<file path="config.mk">
export PLATFORM = sky130hd
export DESIGN_NAME = ipv4_receive_header_validator
export DESIGN_NICKNAME = d
export VERILOG_FILES = /design/src/ipv4rx_pkg.sv /design/src/ipv4rx_hdr_track.sv /design/src/ipv4rx_verdict.sv /design/src/ipv4_receive_header_validator.sv
export SDC_FILE = /design/constraint.sdc
export NUM_CORES = 1
export LEC_CHECK = 0
export BUFFER_PORTS_ARGS = -buffer_cell sky130_fd_sc_hd__buf_2
export CAP_MARGIN = 30
export CORE_UTILIZATION = 65
export CTS_CLUSTER_SIZE = 24
export DETAILED_ROUTE_END_ITERATION = 10
export GPL_ROUTABILITY_DRIVEN = 0
export MAX_ROUTING_LAYER = met4
export PLACE_DENSITY_LB_ADDON = 0.15
export SYNTH_ARGS = -nofsm -noshare
export SYNTH_HDL_FRONTEND = slang
export SYNTH_SLANG_ARGS = --single-unit
</file>
<file path="constraint.sdc">
create_clock -name clk -period 10.8 [get_ports clk]
set_input_delay 2.16 -clock clk [delete_from_list [all_inputs] [get_ports clk]]
set_output_delay 2.16 -clock clk [all_outputs]
set_load 0.1 [all_outputs]
</file>
<file path="src/ipv4rx_pkg.sv">
`timescale 1ns / 1ps
`default_nettype none
// ----------------------------------------------------------------------------
// ipv4rx_pkg
// Shared types and constants for the IPv4 receive header validator.
// ----------------------------------------------------------------------------
package ipv4rx_pkg;

    // Verdict codes
    localparam logic [2:0] ST_DELIVER    = 3'd0;
    localparam logic [2:0] ST_SHORT      = 3'd1;
    localparam logic [2:0] ST_VERSION    = 3'd2;
    localparam logic [2:0] ST_HDR_LEN    = 3'd3;
    localparam logic [2:0] ST_TOTAL_LEN  = 3'd4;
    localparam logic [2:0] ST_CHECKSUM   = 3'd5;
    localparam logic [2:0] ST_NO_HANDLER = 3'd6;

    // Configuration register indexes
    localparam int CFG_INDEX_W = 2;
    localparam logic [CFG_INDEX_W-1:0] CFG_SLOT_PROTOCOLS = 2'd0;
    localparam logic [CFG_INDEX_W-1:0] CFG_SLOT_COUNT     = 2'd1;

    // Protocol slots held in the slot_protocols register
    localparam int REG_SLOTS = 4;

    localparam logic [15:0] MIN_HDR      = 16'd20;
    localparam logic [15:0] SUM_GOOD     = 16'hFFFF;
    localparam logic [15:0] COUNT_MAX    = 16'hFFFF;
    localparam logic [3:0]  IP_VERSION_4 = 4'd4;

    // Per-frame values after the current byte has been folded in
    typedef struct packed {
        logic [15:0] frame_len;
        logic [3:0]  version;
        logic [5:0]  hdr_bytes;
        logic [15:0] datagram_len;
        logic [7:0]  proto;
        logic [31:0] src_addr;
        logic [15:0] sum;
    } frame_snap_t;

    typedef struct packed {
        logic [2:0]  status;
        logic [1:0]  handler_slot;
        logic [31:0] source_address;
        logic [7:0]  protocol;
        logic [5:0]  header_length;
        logic [15:0] payload_length;
    } verdict_t;

endpackage
`default_nettype wire

</file>
<file path="src/ipv4rx_hdr_track.sv">
`timescale 1ns / 1ps
`default_nettype none
// ----------------------------------------------------------------------------
// ipv4rx_hdr_track
// Per-frame header tracking: byte count, captured fields and the running
// one's complement header sum. Cleared after the final byte of each frame.
// ----------------------------------------------------------------------------
module ipv4rx_hdr_track (
    input  wire logic                     clk,
    input  wire logic                     rst_n,
    input  wire logic                     step,
    input  wire logic [7:0]               data_byte,
    input  wire logic                     last,
    output ipv4rx_pkg::frame_snap_t       snap
);
    import ipv4rx_pkg::*;

    logic [15:0] byte_count_reg, byte_count_next;
    logic [15:0] sum_acc_reg,    sum_acc_next;
    logic [7:0]  high_byte_reg,  high_byte_next;
    logic [3:0]  version_reg,    version_next;
    logic [5:0]  hdr_bytes_reg,  hdr_bytes_next;
    logic [15:0] total_reg,      total_next;
    logic [7:0]  proto_reg,      proto_next;
    logic [31:0] src_reg,        src_next;

    logic [16:0] sum_raw;
    logic [15:0] sum_folded;

    // End-around carry add of the current header word
    assign sum_raw    = {1'b0, sum_acc_reg} + {1'b0, high_byte_reg, data_byte};
    assign sum_folded = sum_raw[16] ? (sum_raw[15:0] + 16'd1) : sum_raw[15:0];

    always_comb
    begin
        version_next   = version_reg;
        hdr_bytes_next = hdr_bytes_reg;
        total_next     = total_reg;
        proto_next     = proto_reg;
        src_next       = src_reg;
        high_byte_next = high_byte_reg;
        sum_acc_next   = sum_acc_reg;

        if (byte_count_reg == 16'd0)
        begin
            version_next   = data_byte[7:4];
            hdr_bytes_next = {data_byte[3:0], 2'b00};
        end
        else if (byte_count_reg == 16'd2)
        begin
            total_next = {data_byte, total_reg[7:0]};
        end
        else if (byte_count_reg == 16'd3)
        begin
            total_next = {total_reg[15:8], data_byte};
        end
        else if (byte_count_reg == 16'd9)
        begin
            proto_next = data_byte;
        end
        else if (byte_count_reg >= 16'd12 && byte_count_reg <= 16'd15)
        begin
            src_next = {src_reg[23:0], data_byte};
        end

        // Sum only bytes that lie inside the header
        if (byte_count_reg < {10'd0, hdr_bytes_next})
        begin
            if (!byte_count_reg[0])
                high_byte_next = data_byte;
            else
                sum_acc_next = sum_folded;
        end

        byte_count_next = (byte_count_reg == COUNT_MAX) ? COUNT_MAX
                                                        : byte_count_reg + 16'd1;
    end

    assign snap.frame_len    = byte_count_next;
    assign snap.version      = version_next;
    assign snap.hdr_bytes    = hdr_bytes_next;
    assign snap.datagram_len = total_next;
    assign snap.proto        = proto_next;
    assign snap.src_addr     = src_next;
    assign snap.sum          = sum_acc_next;

    always_ff @(posedge clk or negedge rst_n)
    begin
        if (!rst_n)
        begin
            byte_count_reg <= '0;
            sum_acc_reg    <= '0;
            high_byte_reg  <= '0;
            version_reg    <= '0;
            hdr_bytes_reg  <= '0;
            total_reg      <= '0;
            proto_reg      <= '0;
            src_reg        <= '0;
        end
        else if (step)
        begin
            if (last)
            begin
                // Frame done: start the next one from scratch
                byte_count_reg <= '0;
                sum_acc_reg    <= '0;
                high_byte_reg  <= '0;
                version_reg    <= '0;
                hdr_bytes_reg  <= '0;
                total_reg      <= '0;
                proto_reg      <= '0;
                src_reg        <= '0;
            end
            else
            begin
                byte_count_reg <= byte_count_next;
                sum_acc_reg    <= sum_acc_next;
                high_byte_reg  <= high_byte_next;
                version_reg    <= version_next;
                hdr_bytes_reg  <= hdr_bytes_next;
                total_reg      <= total_next;
                proto_reg      <= proto_next;
                src_reg        <= src_next;
            end
        end
    end

endmodule
`default_nettype wire

</file>
<file path="src/ipv4rx_verdict.sv">
`timescale 1ns / 1ps
`default_nettype none
// ----------------------------------------------------------------------------
// ipv4rx_verdict
// Header checks in priority order and protocol slot lookup for one frame.
// ----------------------------------------------------------------------------
module ipv4rx_verdict #(
    parameter int SLOTS = 4
) (
    input  wire ipv4rx_pkg::frame_snap_t snap,
    input  wire logic [31:0]             slot_protocols,
    input  wire logic [2:0]              slot_count,
    output ipv4rx_pkg::verdict_t         verdict
);
    import ipv4rx_pkg::*;

    localparam int LIM_CAP = (SLOTS < REG_SLOTS) ? SLOTS : REG_SLOTS;

    logic [2:0]  slot_lim;
    logic        hit;
    logic [1:0]  hit_slot;
    logic [15:0] hdr_wide;

    assign slot_lim = (slot_count > 3'(LIM_CAP)) ? 3'(LIM_CAP) : slot_count;
    assign hdr_wide = {10'd0, snap.hdr_bytes};

    // Walk down so the lowest matching slot is the one left standing
    always_comb
    begin
        hit      = 1'b0;
        hit_slot = 2'd0;
        for (int i = REG_SLOTS - 1; i >= 0; i--)
        begin
            if ((3'(i) < slot_lim) && (slot_protocols[8*i +: 8] == snap.proto))
            begin
                hit      = 1'b1;
                hit_slot = 2'(i);
            end
        end
    end

    always_comb
    begin
        verdict.handler_slot   = 2'd0;
        verdict.payload_length = 16'd0;
        verdict.source_address = snap.src_addr;
        verdict.protocol       = snap.proto;
        verdict.header_length  = snap.hdr_bytes;

        if (snap.frame_len < MIN_HDR)
            verdict.status = ST_SHORT;
        else if (snap.version != IP_VERSION_4)
            verdict.status = ST_VERSION;
        else if (hdr_wide < MIN_HDR || hdr_wide > snap.frame_len)
            verdict.status = ST_HDR_LEN;
        else if (snap.datagram_len < hdr_wide || snap.datagram_len > snap.frame_len)
            verdict.status = ST_TOTAL_LEN;
        else if (snap.sum != SUM_GOOD)
            verdict.status = ST_CHECKSUM;
        else if (hit)
        begin
            verdict.status         = ST_DELIVER;
            verdict.handler_slot   = hit_slot;
            verdict.payload_length = snap.datagram_len - hdr_wide;
        end
        else
            verdict.status = ST_NO_HANDLER;
    end

endmodule
`default_nettype wire

</file>
<file path="src/ipv4_receive_header_validator.sv">
`timescale 1ns / 1ps
`default_nettype none
// ----------------------------------------------------------------------------
// ipv4_receive_header_validator
// Checks the IPv4 header of a received packet byte by byte and gives one
// verdict with the handler slot on the final byte.
// ----------------------------------------------------------------------------
//  channel  | handshake            | payload
//  ---------+----------------------+-------------------------------------------
//  in       | in_valid / in_ready  | data_byte, last
//  out      | out_valid / out_ready| status, handler_slot, source_address,
//           |                      | protocol, header_length, payload_length
//  cfg      | cfg_valid / cfg_ready| cfg_index, cfg_data
//
// One byte per cycle. A byte is held in the input register, then
// updates the header state; a final byte loads the verdict into the output
// register in that same cycle. Only a final byte meeting a full, stalled
// output register holds the input register; other bytes keep flowing.
// Reset clears the valid flags, the header state and the two slot registers;
// cfg_ready is always high.
module ipv4_receive_header_validator #(
    parameter int SLOTS = 4
) (
    input  wire logic                                clk,
    input  wire logic                                rst_n,

    input  wire logic                                in_valid,
    output logic                                     in_ready,
    input  wire logic [7:0]                          data_byte,
    input  wire logic                                last,

    output logic                                     out_valid,
    input  wire logic                                out_ready,
    output logic [2:0]                               status,
    output logic [1:0]                               handler_slot,
    output logic [31:0]                              source_address,
    output logic [7:0]                               protocol,
    output logic [5:0]                               header_length,
    output logic [15:0]                              payload_length,

    input  wire logic                                cfg_valid,
    output logic                                     cfg_ready,
    input  wire logic [ipv4rx_pkg::CFG_INDEX_W-1:0]  cfg_index,
    input  wire logic [31:0]                         cfg_data
);
    import ipv4rx_pkg::*;

    logic        in_valid_reg;
    logic [7:0]  in_byte_reg;
    logic        in_last_reg;
    logic        out_valid_reg;
    verdict_t    out_reg;
    logic [31:0] slot_protocols_reg;
    logic [2:0]  slot_count_reg;

    logic        out_free;
    logic        advance;
    frame_snap_t snap;
    verdict_t    verdict;

    assign out_free  = !out_valid_reg || out_ready;
    assign advance   = in_valid_reg && (!in_last_reg || out_free);
    assign in_ready  = !in_valid_reg || advance;
    assign cfg_ready = 1'b1;

    ipv4rx_hdr_track u_track (
        .clk       (clk),
        .rst_n     (rst_n),
        .step      (advance),
        .data_byte (in_byte_reg),
        .last      (in_last_reg),
        .snap      (snap)
    );

    ipv4rx_verdict #(
        .SLOTS (SLOTS)
    ) u_verdict (
        .snap           (snap),
        .slot_protocols (slot_protocols_reg),
        .slot_count     (slot_count_reg),
        .verdict        (verdict)
    );

    // Input register
    always_ff @(posedge clk or negedge rst_n)
    begin
        if (!rst_n)
            in_valid_reg <= 1'b0;
        else if (in_valid && in_ready)
            in_valid_reg <= 1'b1;
        else if (advance)
            in_valid_reg <= 1'b0;
    end

    always_ff @(posedge clk)
    begin
        if (in_valid && in_ready)
        begin
            in_byte_reg <= data_byte;
            in_last_reg <= last;
        end
    end

    // Result register
    always_ff @(posedge clk or negedge rst_n)
    begin
        if (!rst_n)
            out_valid_reg <= 1'b0;
        else if (advance && in_last_reg)
            out_valid_reg <= 1'b1;
        else if (out_ready)
            out_valid_reg <= 1'b0;
    end

    always_ff @(posedge clk)
    begin
        if (advance && in_last_reg)
            out_reg <= verdict;
    end

    // Configuration registers; unknown indexes are dropped
    always_ff @(posedge clk or negedge rst_n)
    begin
        if (!rst_n)
        begin
            slot_protocols_reg <= '0;
            slot_count_reg     <= '0;
        end
        else if (cfg_valid && cfg_ready)
        begin
            unique case (cfg_index)
                CFG_SLOT_PROTOCOLS: slot_protocols_reg <= cfg_data;
                CFG_SLOT_COUNT:     slot_count_reg     <= cfg_data[2:0];
                default:            ;
            endcase
        end
    end

    assign out_valid      = out_valid_reg;
    assign status         = out_reg.status;
    assign handler_slot   = out_reg.handler_slot;
    assign source_address = out_reg.source_address;
    assign protocol       = out_reg.protocol;
    assign header_length  = out_reg.header_length;
    assign payload_length = out_reg.payload_length;

endmodule
`default_nettype wire

</file>
==> results.md, run 1 <==
* Cells after Synth at 1,196
* Die width at 141.2 µm
* Core footprint at 18,830 µm²
* Wirelength per Cell at 20.52 µm
* Yosys top cell area share at 28.42%
* Ranking of synthesized cells by area: dfrtp_1 28%, edfxtp_1 18%, mux2_2 6.0%, ha_1 5.4%, xnor2_1 4.1%
* WHS Endpoint: u_track.hdr_bytes_reg[1]$_DFFE_PN0P_
* Hpwl dp at 22.22 mm
* Router iterations before antenna repair at 8
* DRC errors left at 0
* Crit Reg-Reg Startpoint: u_track.byte_count_reg[6]$_DFFE_PN0P_
* Clock sinks at 219
* PostCTS Resize Cnt at 0
* Die area at 19,930 µm²
* Critical Path Fanout Max at 19
* Worst-Margin Slew at 953.6 ps
* Netlist cell types at 78
* Worst hold start: u_track.hdr_bytes_reg[1]$_DFFE_PN0P_
* Arrival time at the worst endpoint at 6240 ps
* Clk slew on worst S/H paths at 60 ps
* Clk buf depth at 3
* Final setup TNS at 0 ps
* Port buffer count at 116
* Hold path depth at 1
* Reg2reg end: payload_length[5]$_SDFFCE_PP0P_
* Row count at 50
* Post-synthesis area per instance at 10.53 µm²
* Inserted Clock Buffers at 23
* TritonCTS clock tree: built
* Nets at 1,394
* Vias/cell at 6.392
* Vias in the first global route at 9,508
* Post-CTS Setup Inserts at 0
* Synth area leader: dfrtp_1
* Cell leakage power at 6.225 nW
* H-tree depth at 1
* Hold buffers post-CTS at 0
* RSZ-0062 raised after global routing: false
* Max Cap Violations at 0
* Drt total wl at 32.15 mm
* Worst path required time at 11,110 ps
* Worst hold slack at 485.2 ps
* GR Util All Layers at 34.07%
* Worst hold path type: reg -> reg
* Crit. End Element: flip-flop
* Final Cycle Share at 54.85%
* Final Max Slew Viols at 0
* Status: complete, no violations
* IO Pins at 118
* Largest net degree at the start of global routing at 79
* Main synth FF type: dfrtp_1
* Via count at 10,020
* Ys async rst share at 65.30%
* R2R Setup Slk at 4880 ps
* Peak supply drop at 0.1739 mV
* Area growth syn-to-layout at 12.02%
* Reg2Reg Depth at 12
* First-pass GRT wire length at 51.49 mm
* Final cell count without fillers at 1,567
* Synth warn at 0
* Worst setup SP type: flip-flop
* Ratio of cells with drive above 1 in the final layout at 20.96%
* PwrDens at 186.2 nW/µm²
* Top post-synthesis cells by count: 143 x dfrtp_1, 93 x nand2_1, 76 x edfxtp_1, 70 x o21ai_0, 67 x mux2_2
* Final min period at 5923 ps
* Flops & latches, synth at 219
* ANT nets after route at 0
* Die Y at 141.2 µm
* Clock root cell: clkbuf_16
* Fin. Hold Viols at 0
* Diodes inserted at 0
* Initial antenna violation count at 0
* Net Count, Synth at 1,300
* Initial drt markers at 1,016
* Netlist Area Pre-Place at 12,590 µm²
* Congestion Overflow GR at 0
* Setup Viol. Count Final at 0
* Critical path class: reg -> reg
* Placed Instances at 1,525
* Post-synthesis sequential area ratio at 46.54%
* Top-count cell post-synth: dfrtp_1
* Clock Skews at 11.87 ps
* Initial Util at 66.87%
* Clk_lat worst skew at 530 ps
* Post-synth EDFFs at 76
* Peak Freq at 0.1688 GHz
* Worst relative slew slack at 36.16%
## cells by family (layout without fill, tap and decap cells)
group,after synthesis,count (layout),synth area share [%]
simple gates,339,339,14.49
buf+inv,122,233,3.985
flops,219,219,46.54
mux,87,87,7.581
compound gates,295,295,16.34
fa+ha+maj,56,56,5.684
other cells,1,1,0.02978
xor+xnor,77,77,5.356
## metrics by stage
stage                     cell area, µm²  setup slack [ps]  power (mW)  utilization (%)
final                              14110              4877       2.627            74.91
after global routing               14110              4423       2.749            74.91
after CTS                          14110              4931       2.618            74.91
after detailed placement           13390              4991       1.856            71.09
after global placement             13350              4931       1.831            70.90
after floorplan                    12590              5548       1.652                -
## how the worst max path moves through the flow
stage / from / to / slack, ps
floorplan: out_ready / in_ready / 5550
global placement: u_track.byte_count_reg[6]$_DFFE_PN0P_ / payload_length[7]$_SDFFCE_PP0P_ / 4930
detailed placement: u_track.byte_count_reg[6]$_DFFE_PN0P_ / payload_length[5]$_SDFFCE_PP0P_ / 4990
CTS: u_track.byte_count_reg[6]$_DFFE_PN0P_ / payload_length[5]$_SDFFCE_PP0P_ / 4930
global route: u_track.byte_count_reg[6]$_DFFE_PN0P_ / payload_length[8]$_SDFFCE_PP0P_ / 4420
finish: u_track.byte_count_reg[6]$_DFFE_PN0P_ / payload_length[5]$_SDFFCE_PP0P_ / 4880
## where the power goes
part	internal, mW	switching (mW)	total (mW)
clock network	0.428	0.339	0.767
registers	0.936	0.0732	1.01
logic	0.311	0.540	0.851
total	1.68	0.952	2.63
## cell type report
cell class	instances	area, µm²
Clock buffer	29	608.1
Clock inverter	13	111.4
Fill cell	1337	4725
Inverter	57	214.0
Multi-Input combinational cell	855	6252
Sequential cell	219	5861
Tap cell	260	325.3
Timing Repair Buffer	134	734.5
## per-layer routing
| metal | part of all wire [%] | routed length, µm | vias to the layer above | global-route usage (%) |
|---|---|---|---|---|
| met5 | 0 | 0 | - | - |
| met4 | 2.7 | 881 | 0 | 11.04 |
| met3 | 8.1 | 2595 | 79 | 5.469 |
| met2 | 47 | 15060 | 453 | 52.53 |
| met1 | 42 | 13610 | 4868 | 46.27 |
| li1 | - | - | 4616 | - |
## placed cells by master (no fill, tap or decap), types with 10 or more instances in the layout
master and count:
dfrtp_1 143, nand4_1 22, nor2_1 58, clkbuf_16 23
inv_1 57, ha_1 54, a31oi_1 11, buf_2 115
a21o_1 15, buf_4 17, nand2_1 92, and3_1 10
mux2_2 67, o211ai_1 11, nand3_1 17, mux2i_1 20
a22o_1 57, xnor2_1 59, edfxtp_1 76, xor2_1 18
a21oi_1 47, nor4_2 10, nor3_1 28, o22ai_1 12
o21ai_0 69, and2_1 14, nor4_1 21
## critical path, cell delays in order (launching register included)
cell and delay (ps):
dfrtp_1 500, nor4_2 450, nand4_1 290, nor4b_4 900, mux2i_1 490, inv_1 130, ha_1 330, nand4_1 80
or3_1 390, or4_1 540, a32o_1 250, or4_1 920, nor4_1 420
(Power assumes the default switching activity.)
==> inputs of run 2 (changes only) <==
CORE_UTILIZATION = 60   (was 65)
clock period = 6.1 ns   (was 10.8 ns; I/O delays follow)
==> run 2 against run 1 <==
  * Clock power is 81% higher
  * Largest cell class unchanged
  * Sequential power is 76% higher
  * First-iteration DRC count is 27% lower
  * Combinational power is 76% higher
  * Register-to-register slack worse by 4300 ps
==> results.md, run 2 (synthesized netlist as in run 1, its figures left out) <==
* Initial antenna violation count at 0 (unchanged)
* Ratio of cells with drive above 1 in the final layout at 21.60% (was 20.96%)
* IO Pins at 118 (unchanged)
* Cell leakage power at 6.276 nW (was 6.225 nW)
* ANT nets after route at 0 (unchanged)
* Max Cap Violations at 0 (unchanged)
* Met2 Resource Use GR at 47.51% (was 52.53%)
* Clock root cell: clkbuf_16 (unchanged)
* Total Power at 4.676 mW (was 2.627 mW)
* Crit. End Element: flip-flop (unchanged)
* Worst path required time at 6320 ps (was 11,110 ps)
* Initial Util at 61.64% (was 66.87%)
* Hold buffers post-CTS at 0 (unchanged)
* H-tree depth at 1 (unchanged)
* Final instance area at 14,230 µm² (was 14,110 µm²)
* PwrDens at 328.6 nW/µm² (was 186.2 nW/µm²)
* Largest net degree at the start of global routing at 100 (was 79)
* Fin. Hold Viols at 0 (unchanged)
* Port buffer count at 116 (unchanged)
* Clk buf depth at 3 (unchanged)
* Vias in the first global route at 9,247 (was 9,508)
* Core footprint at 20,430 µm² (was 18,830 µm²)
* Setup Viol. Count Final at 0 (unchanged)
* Final Max Slew Viols at 0 (unchanged)
* Post-CTS Setup Inserts at 0 (unchanged)
* Clk_lat worst skew at 510 ps (was 530 ps)
* Nets at 1,401 (was 1,394)
* Critical path class: reg -> reg (unchanged)
* Clock sinks at 219 (unchanged)
* Peak supply drop at 0.2463 mV (was 0.1739 mV)
* Final min period at 5488 ps (was 5923 ps)
* Inserted Clock Buffers at 24 (was 23)
* Most frequent cells in the layout: 143 x dfrtp_1, 115 x buf_2, 92 x nand2_1 (unchanged)
* Area growth syn-to-layout at 13.00% (was 12.02%)
* GRT busiest layer: met2 (unchanged)
* Worst relative slew slack at 38.73% (was 36.16%)
* Critical Path Fanout Max at 19 (unchanged)
* Via count at 9,887 (was 10,020)
* Congestion Overflow GR at 0 (unchanged)
* RSZ-0062 raised after global routing: false (unchanged)
* First-pass GRT wire length at 50.40 mm (was 51.49 mm)
* Status: complete, no violations (unchanged)
* PostCTS Resize Cnt at 0 (unchanged)
* Diodes inserted at 0 (unchanged)
* Pre-CTS WS at 694.3 ps (was 4991 ps)
* Drt total wl at 31.93 mm (was 32.15 mm)
* Vias/cell at 6.238 (was 6.392)
* Clock Skews at 7.592 ps (was 11.87 ps)
* Hpwl dp at 22.48 mm (was 22.22 mm)
* Arrival time at the worst endpoint at 5710 ps (was 6240 ps)
* Met3 GRT Util at 3.758% (was 5.469%)
* Clk slew on worst S/H paths at 60 ps (about the same)
* Die Y at 146.9 µm (was 141.2 µm)
* Row count at 52 (was 50)
* Wirelength per Cell at 20.15 µm (was 20.52 µm)
* Router iterations before antenna repair at 6 (was 8)
* Peak Freq at 0.1822 GHz (was 0.1688 GHz)
* Die width at 146.9 µm (was 141.2 µm)
* DRC errors left at 0 (unchanged)
* TritonCTS clock tree: built (unchanged)
* Worst setup SP type: flip-flop (unchanged)
* GR Util All Layers at 30.57% (was 34.07%)
* Most common cell after layout, fill and taps aside: dfrtp_1 (unchanged)
* Final setup TNS at 0 ps (unchanged)
* Final Cycle Share at 89.96% (was 54.85%)
* Die area at 21,570 µm² (was 19,930 µm²)
* Placed Instance Area at 13,440 µm² (was 13,390 µm²)
* Worst Setup Slack, final at 612.3 ps (was 4877 ps)
* Initial drt markers at 737 (was 1,016)
* Worst hold path type: reg -> reg (unchanged)
* GR Util met1 at 42.53% (was 46.27%)
* Worst-Margin Slew at 916.5 ps (was 953.6 ps)
## run 2: changes by cell type in the layout (fill, tap and decap cells not counted), sizes merged
| cell | previous run | this run |
|---|---|---|
| buf | 134 | 140 |
| clkinvlp | 0 | 3 |
| clkbuf | 29 | 28 |
## run 2: routing by layer
metal / part of all wire [%] / routed length [µm]
met1: 44 / 14190
met2: 47 / 14900
met3: 6.4 / 2055
met4: 2.5 / 792
met5: 0 / 0
## run 2: cell type report
type,count,area [µm²]
clock buffers,28,646.9
clock inverters,16,117.6
fillers,1580,6201
inverters,57,214.0
multi-input cells,855,6252
flip-flops and latches,219,5861
well taps,270,337.8
repair buffers,140,799.5
## run 2: power by group
group	total (mW)	internal [mW]	switching, mW
combinational	1.50	0.554	0.951
sequential	1.78	1.66	0.121
clock	1.39	0.805	0.588
total	4.68	3.02	1.66
## run 2: path summary, 6_finish.rpt
check | from | to | slack (ps) | depth (start not counted)
worst max-delay path | u_track.byte_count_reg[6]$_DFFE_PN0P_ | handler_slot[0]$_SDFFCE_PP0P_ | 610 | 19
worst min-delay path | u_track.hdr_bytes_reg[1]$_DFFE_PN0P_ | u_track.hdr_bytes_reg[1]$_DFFE_PN0P_ | 490 | 1
worst max register to register | u_track.byte_count_reg[6]$_DFFE_PN0P_ | handler_slot[0]$_SDFFCE_PP0P_ | 610 | 19
worst min register to register | u_track.hdr_bytes_reg[1]$_DFFE_PN0P_ | u_track.hdr_bytes_reg[1]$_DFFE_PN0P_ | 490 | 1
max in group asynchronous | rst_n | u_track.hdr_bytes_reg[4]$_DFFE_PN0P_ | 4370 | 3
min in group asynchronous | rst_n | u_track.total_reg[13]$_DFFE_PN0P_ | 740 | 2
## run 2: per-stage QoR
| stage | util (%) | instances | hold WS (ps) |
|---|---|---|---|
| 4_1_cts | 69.51 | 1584 | 492.0 |
| 5_1_grt | 69.65 | 1585 | 511.6 |
| 3_3_place_gp | 65.64 | 1538 | 470.7 |
| 6_report | 69.65 | 1585 | 494.8 |
| 3_5_place_dp | 65.77 | 1540 | 473.6 |
| 2_1_floorplan | - | 1196 | 449.2 |
## run 2: worst max-delay path: stages (launching register included)
cell and delay (ps):
dfrtp_1 490, nor4_2 420, nand4_1 300, nor2_1 280
nor4bb_2 330, buf_4 230, mux2i_1 300, ha_1 220
inv_1 50, fa_1 390, a21oi_1 170, o21bai_1 100
a21o_1 190, a21o_1 200, or2_2 290, nor3_1 430
a32o_1 300, or4_1 130, buf_4 250, nor4_2 90
==> inputs of run 3 (changes only) <==
clock period = 5.2 ns   (was 6.1 ns; I/O delays follow)
==> run 3 against run 2 <==
  * Setup slack worse by 320 ps
  * Critical endpoint is now status[2]$_SDFFCE_PP0P_
  * Critical path type unchanged
  * Register-to-register slack worse by 320 ps
  * Wire length is 1.2% higher
  * Via count is 1.6% higher
  * Largest power group unchanged
  * Sequential power is 17% higher
  * Largest cell class unchanged
==> results.md, run 3 (synthesized netlist as in run 1, its figures left out) <==
* Status: complete, no violations (unchanged)
* Worst setup startpoint: u_track.byte_count_reg[14]$_DFFE_PN0P_ (was u_track.byte_count_reg[6]$_DFFE_PN0P_)
* Switching part of the total at 35.15% (was 35.50%)
* H-tree depth at 1 (unchanged)
* Final Max Slew Viols at 0 (unchanged)
* Worst-Margin Slew at 793.4 ps (was 916.5 ps)
* Cell Chain, Critical Path: nor4_4 > nand4_1 > buf_4 > nor4b_4 > buf_6 > mux2i_1 > inv_1 > ha_1 > nand4_1 > or3_1 > or4_1 > a32o_1 > or4_1 > buf_4 > o21ba_2 (was nor4_2 > nand4_1 > nor2_1 > nor4bb_2 > buf_4 > mux2i_1 > ha_1 > inv_1 > fa_1 > a21oi_1 > o21bai_1 > a21o_1 > a21o_1 > or2_2 > nor3_1 > a32o_1 > or4_1 > buf_4 > nor4_2)
* Final Cycle Share at 94.46% (was 89.96%)
* Crit path capture: status[2]$_SDFFCE_PP0P_ (was handler_slot[0]$_SDFFCE_PP0P_)
* Ratio of cells with drive above 1 in the final layout at 22.86% (was 21.60%)
* Die width at 146.9 µm (unchanged)
* Final min period at 4912 ps (was 5488 ps)
* Initial antenna violation count at 0 (unchanged)
* Worst Path Buf+Inv at 4 (was 3)
* Diodes inserted at 0 (unchanged)
* Placed Instances at 1,557 (was 1,540)
* Initial Util at 61.64% (unchanged)
* PwrDens at 387.7 nW/µm² (was 328.6 nW/µm²)
* Worst relative slew slack at 46.55% (was 38.73%)
* Reg2Reg Depth at 15 (was 19)
* Critical Path Fanout Max at 19 (unchanged)
* Clk slew on worst S/H paths at 60 ps (about the same)
* Reg2reg end: status[2]$_SDFFCE_PP0P_ (was handler_slot[0]$_SDFFCE_PP0P_)
* Filler Cells Inserted at 1,568 (was 1,580)
* Hold buffers post-CTS at 0 (unchanged)
* Die area at 21,570 µm² (unchanged)
* Clock root cell: clkbuf_16 (unchanged)
* Initial drt markers at 821 (was 737)
* Worst hold slack at 376.3 ps (was 494.8 ps)
* CP delay by family, top: simple AND/OR/NAND/NOR gates (unchanged)
* Router iterations before antenna repair at 6 (unchanged)
* Routed wl met2 at 15.32 mm (was 14.90 mm)
* DRC errors left at 0 (unchanged)
* Crit-path max cell delay at 520 ps (was 490 ps)
* Part of the power in the clock network at 30.5% (was 29.8%)
* Critical path class: reg -> reg (unchanged)
* ANT nets after route at 0 (unchanged)
* Combinational share of power at 32.4% (was 32.2%)
* Most common cell after layout, fill and taps aside: dfrtp_1 (unchanged)
* Wirelength per Cell at 20.16 µm (was 20.15 µm)
* Worst hold path type: in -> async (was reg -> reg)
* Largest net degree at the start of global routing at 103 (was 100)
* Worst path required time at 5480 ps (was 6320 ps)
* R2R Setup Slk at 290 ps (was 610 ps)
* Area growth syn-to-layout at 14.71% (was 13.00%)
* Top sig layer: met4 (unchanged)
* Worst setup SP type: flip-flop (unchanged)
* First-pass GRT wire length at 51.48 mm (was 50.40 mm)
* Final setup TNS at 0 ps (unchanged)
* Inserted Clock Buffers at 24 (unchanged)
* Vias/cell at 6.266 (was 6.238)
* Peak supply drop at 0.2781 mV (was 0.2463 mV)
* Net Switching at 1.968 mW (was 1.660 mW)
* Clk buf depth at 3 (unchanged)
* WP depth at 15 (was 19)
* Port buffer count at 116 (unchanged)
* Fin. Hold Viols at 0 (unchanged)
* Cell leakage power at 6.398 nW (was 6.276 nW)
* Final cell count without fillers at 1,604 (was 1,585)
* RSZ-0062 raised after global routing: false (unchanged)
* Vias in the first global route at 9,364 (was 9,247)
* Cell internal pwr at 3.632 mW (was 3.016 mW)
* Arrival time at the worst endpoint at 5190 ps (was 5710 ps)
* GR Util All Layers at 31.48% (was 30.57%)
* Core footprint at 20,430 µm² (unchanged)
* Seq pwr share at 37.1% (was 38.0%)
* Nets at 1,420 (was 1,401)
* CP max-delay cell: or4_1 (was dfrtp_1)
* Clock Skews at 14.26 ps (was 7.592 ps)
* Setup Viol. Count Final at 0 (unchanged)
* Peak Freq at 0.2036 GHz (was 0.1822 GHz)
* Most frequent cells in the layout: 143 x dfrtp_1, 115 x buf_2, 92 x nand2_1 (unchanged)
* Congestion Overflow GR at 0 (unchanged)
* Hpwl dp at 22.74 mm (was 22.48 mm)
* Clk_lat worst skew at 520 ps (was 510 ps)
* Drt total wl at 32.33 mm (was 31.93 mm)
* IO Pins at 118 (unchanged)
* Row count at 52 (unchanged)
* Die Y at 146.9 µm (unchanged)
* Max Cap Violations at 0 (unchanged)
* Crit. End Element: flip-flop (unchanged)
* Clock sinks at 219 (unchanged)
* WL met3 at 2.120 mm (was 2.055 mm)
* Crit Reg-Reg Startpoint: u_track.byte_count_reg[14]$_DFFE_PN0P_ (was u_track.byte_count_reg[6]$_DFFE_PN0P_)
* TritonCTS clock tree: built (unchanged)
* Via count at 10,050 (was 9,887)
* Wire length on met1 at 14.11 mm (was 14.19 mm)
-- run 3: changes by cell type in the layout (fill, tap and decap cells not counted), sizes merged --
cell,change
clkbuf,+7
clkinvlp,-1
buf,+19
clkinv,-6
-- run 3: per-layer routing --
metal	track usage, %	up-vias
li1	-	4679
met1	44.25	4894
met2	48.65	412
met3	3.509	65
met4	8.646	0
met5	-	-
-- run 3: area by class of cell --
cell class / count / area, µm² / share of cell area, %
Sequential cell: 219 / 5861 / 40.58
Clock buffer: 35 / 713.2 / 4.938
Inverter: 57 / 214.0 / 1.481
Tap cell: 270 / 337.8 / 2.339
Timing Repair Buffer: 159 / 958.4 / 6.635
Multi-Input combinational cell: 855 / 6277 / 43.46
Clock inverter: 9 / 82.58 / 0.5717
-- run 3: timing repair --
action	in CTS	in global routing
buffers inserted	0	2
gates resized for setup	0	5
hold endpoints to repair	0	0
endpoints found under the setup margin	0	19
-- run 3: how the worst min path moves through the flow --
stage | endpoint | cells after the start | slack (ps)
finish | u_track.total_reg[7]$_DFFE_PN0P_ | 1 | 380
global route | u_track.total_reg[7]$_DFFE_PN0P_ | 1 | 380
CTS | u_track.hdr_bytes_reg[0]$_DFFE_PN0P_ | 1 | 490
detailed placement | u_track.hdr_bytes_reg[0]$_DFFE_PN0P_ | 1 | 470
global placement | u_track.total_reg[15]$_DFFE_PN0P_ | 2 | 470
floorplan | u_track.total_reg[0]$_DFFE_PN0P_ | 2 | 450
-- run 3: worst reg2reg max path: stages (launching register included) --
cell	delay, ps
dfrtp_1	470
nor4_4	310
nand4_1	220
buf_4	200
nor4b_4	280
buf_6	230
mux2i_1	300
inv_1	130
ha_1	310
nand4_1	80
or3_1	390
or4_1	520
a32o_1	260
or4_1	520
buf_4	230
o21ba_2	230
-- run 3: metrics by stage --
stage | worst slack [ps] | cell area [µm²] | total power [mW] | utilization [%]
3_5_place_dp | 210.3 | 13580 | 3.880 | 66.46
5_1_grt | 17.22 | 14440 | 5.869 | 70.70
6_report | 288.3 | 14440 | 5.601 | 70.70
2_1_floorplan | 203.2 | 12590 | 3.432 | -
4_1_cts | 201.7 | 14370 | 5.588 | 70.35
3_3_place_gp | 278.1 | 13540 | 3.844 | 66.26
-- run 3: power by group through the flow --
stage | clock [mW] | sequential [mW] | combinational (mW)
2_1_floorplan | 0 | 2.24 | 1.19
3_3_place_gp | 0 | 2.10 | 1.74
3_5_place_dp | 0 | 2.11 | 1.78
4_1_cts | 1.72 | 2.08 | 1.79
5_1_grt | 1.80 | 2.10 | 1.98
6_report | 1.71 | 2.08 | 1.81
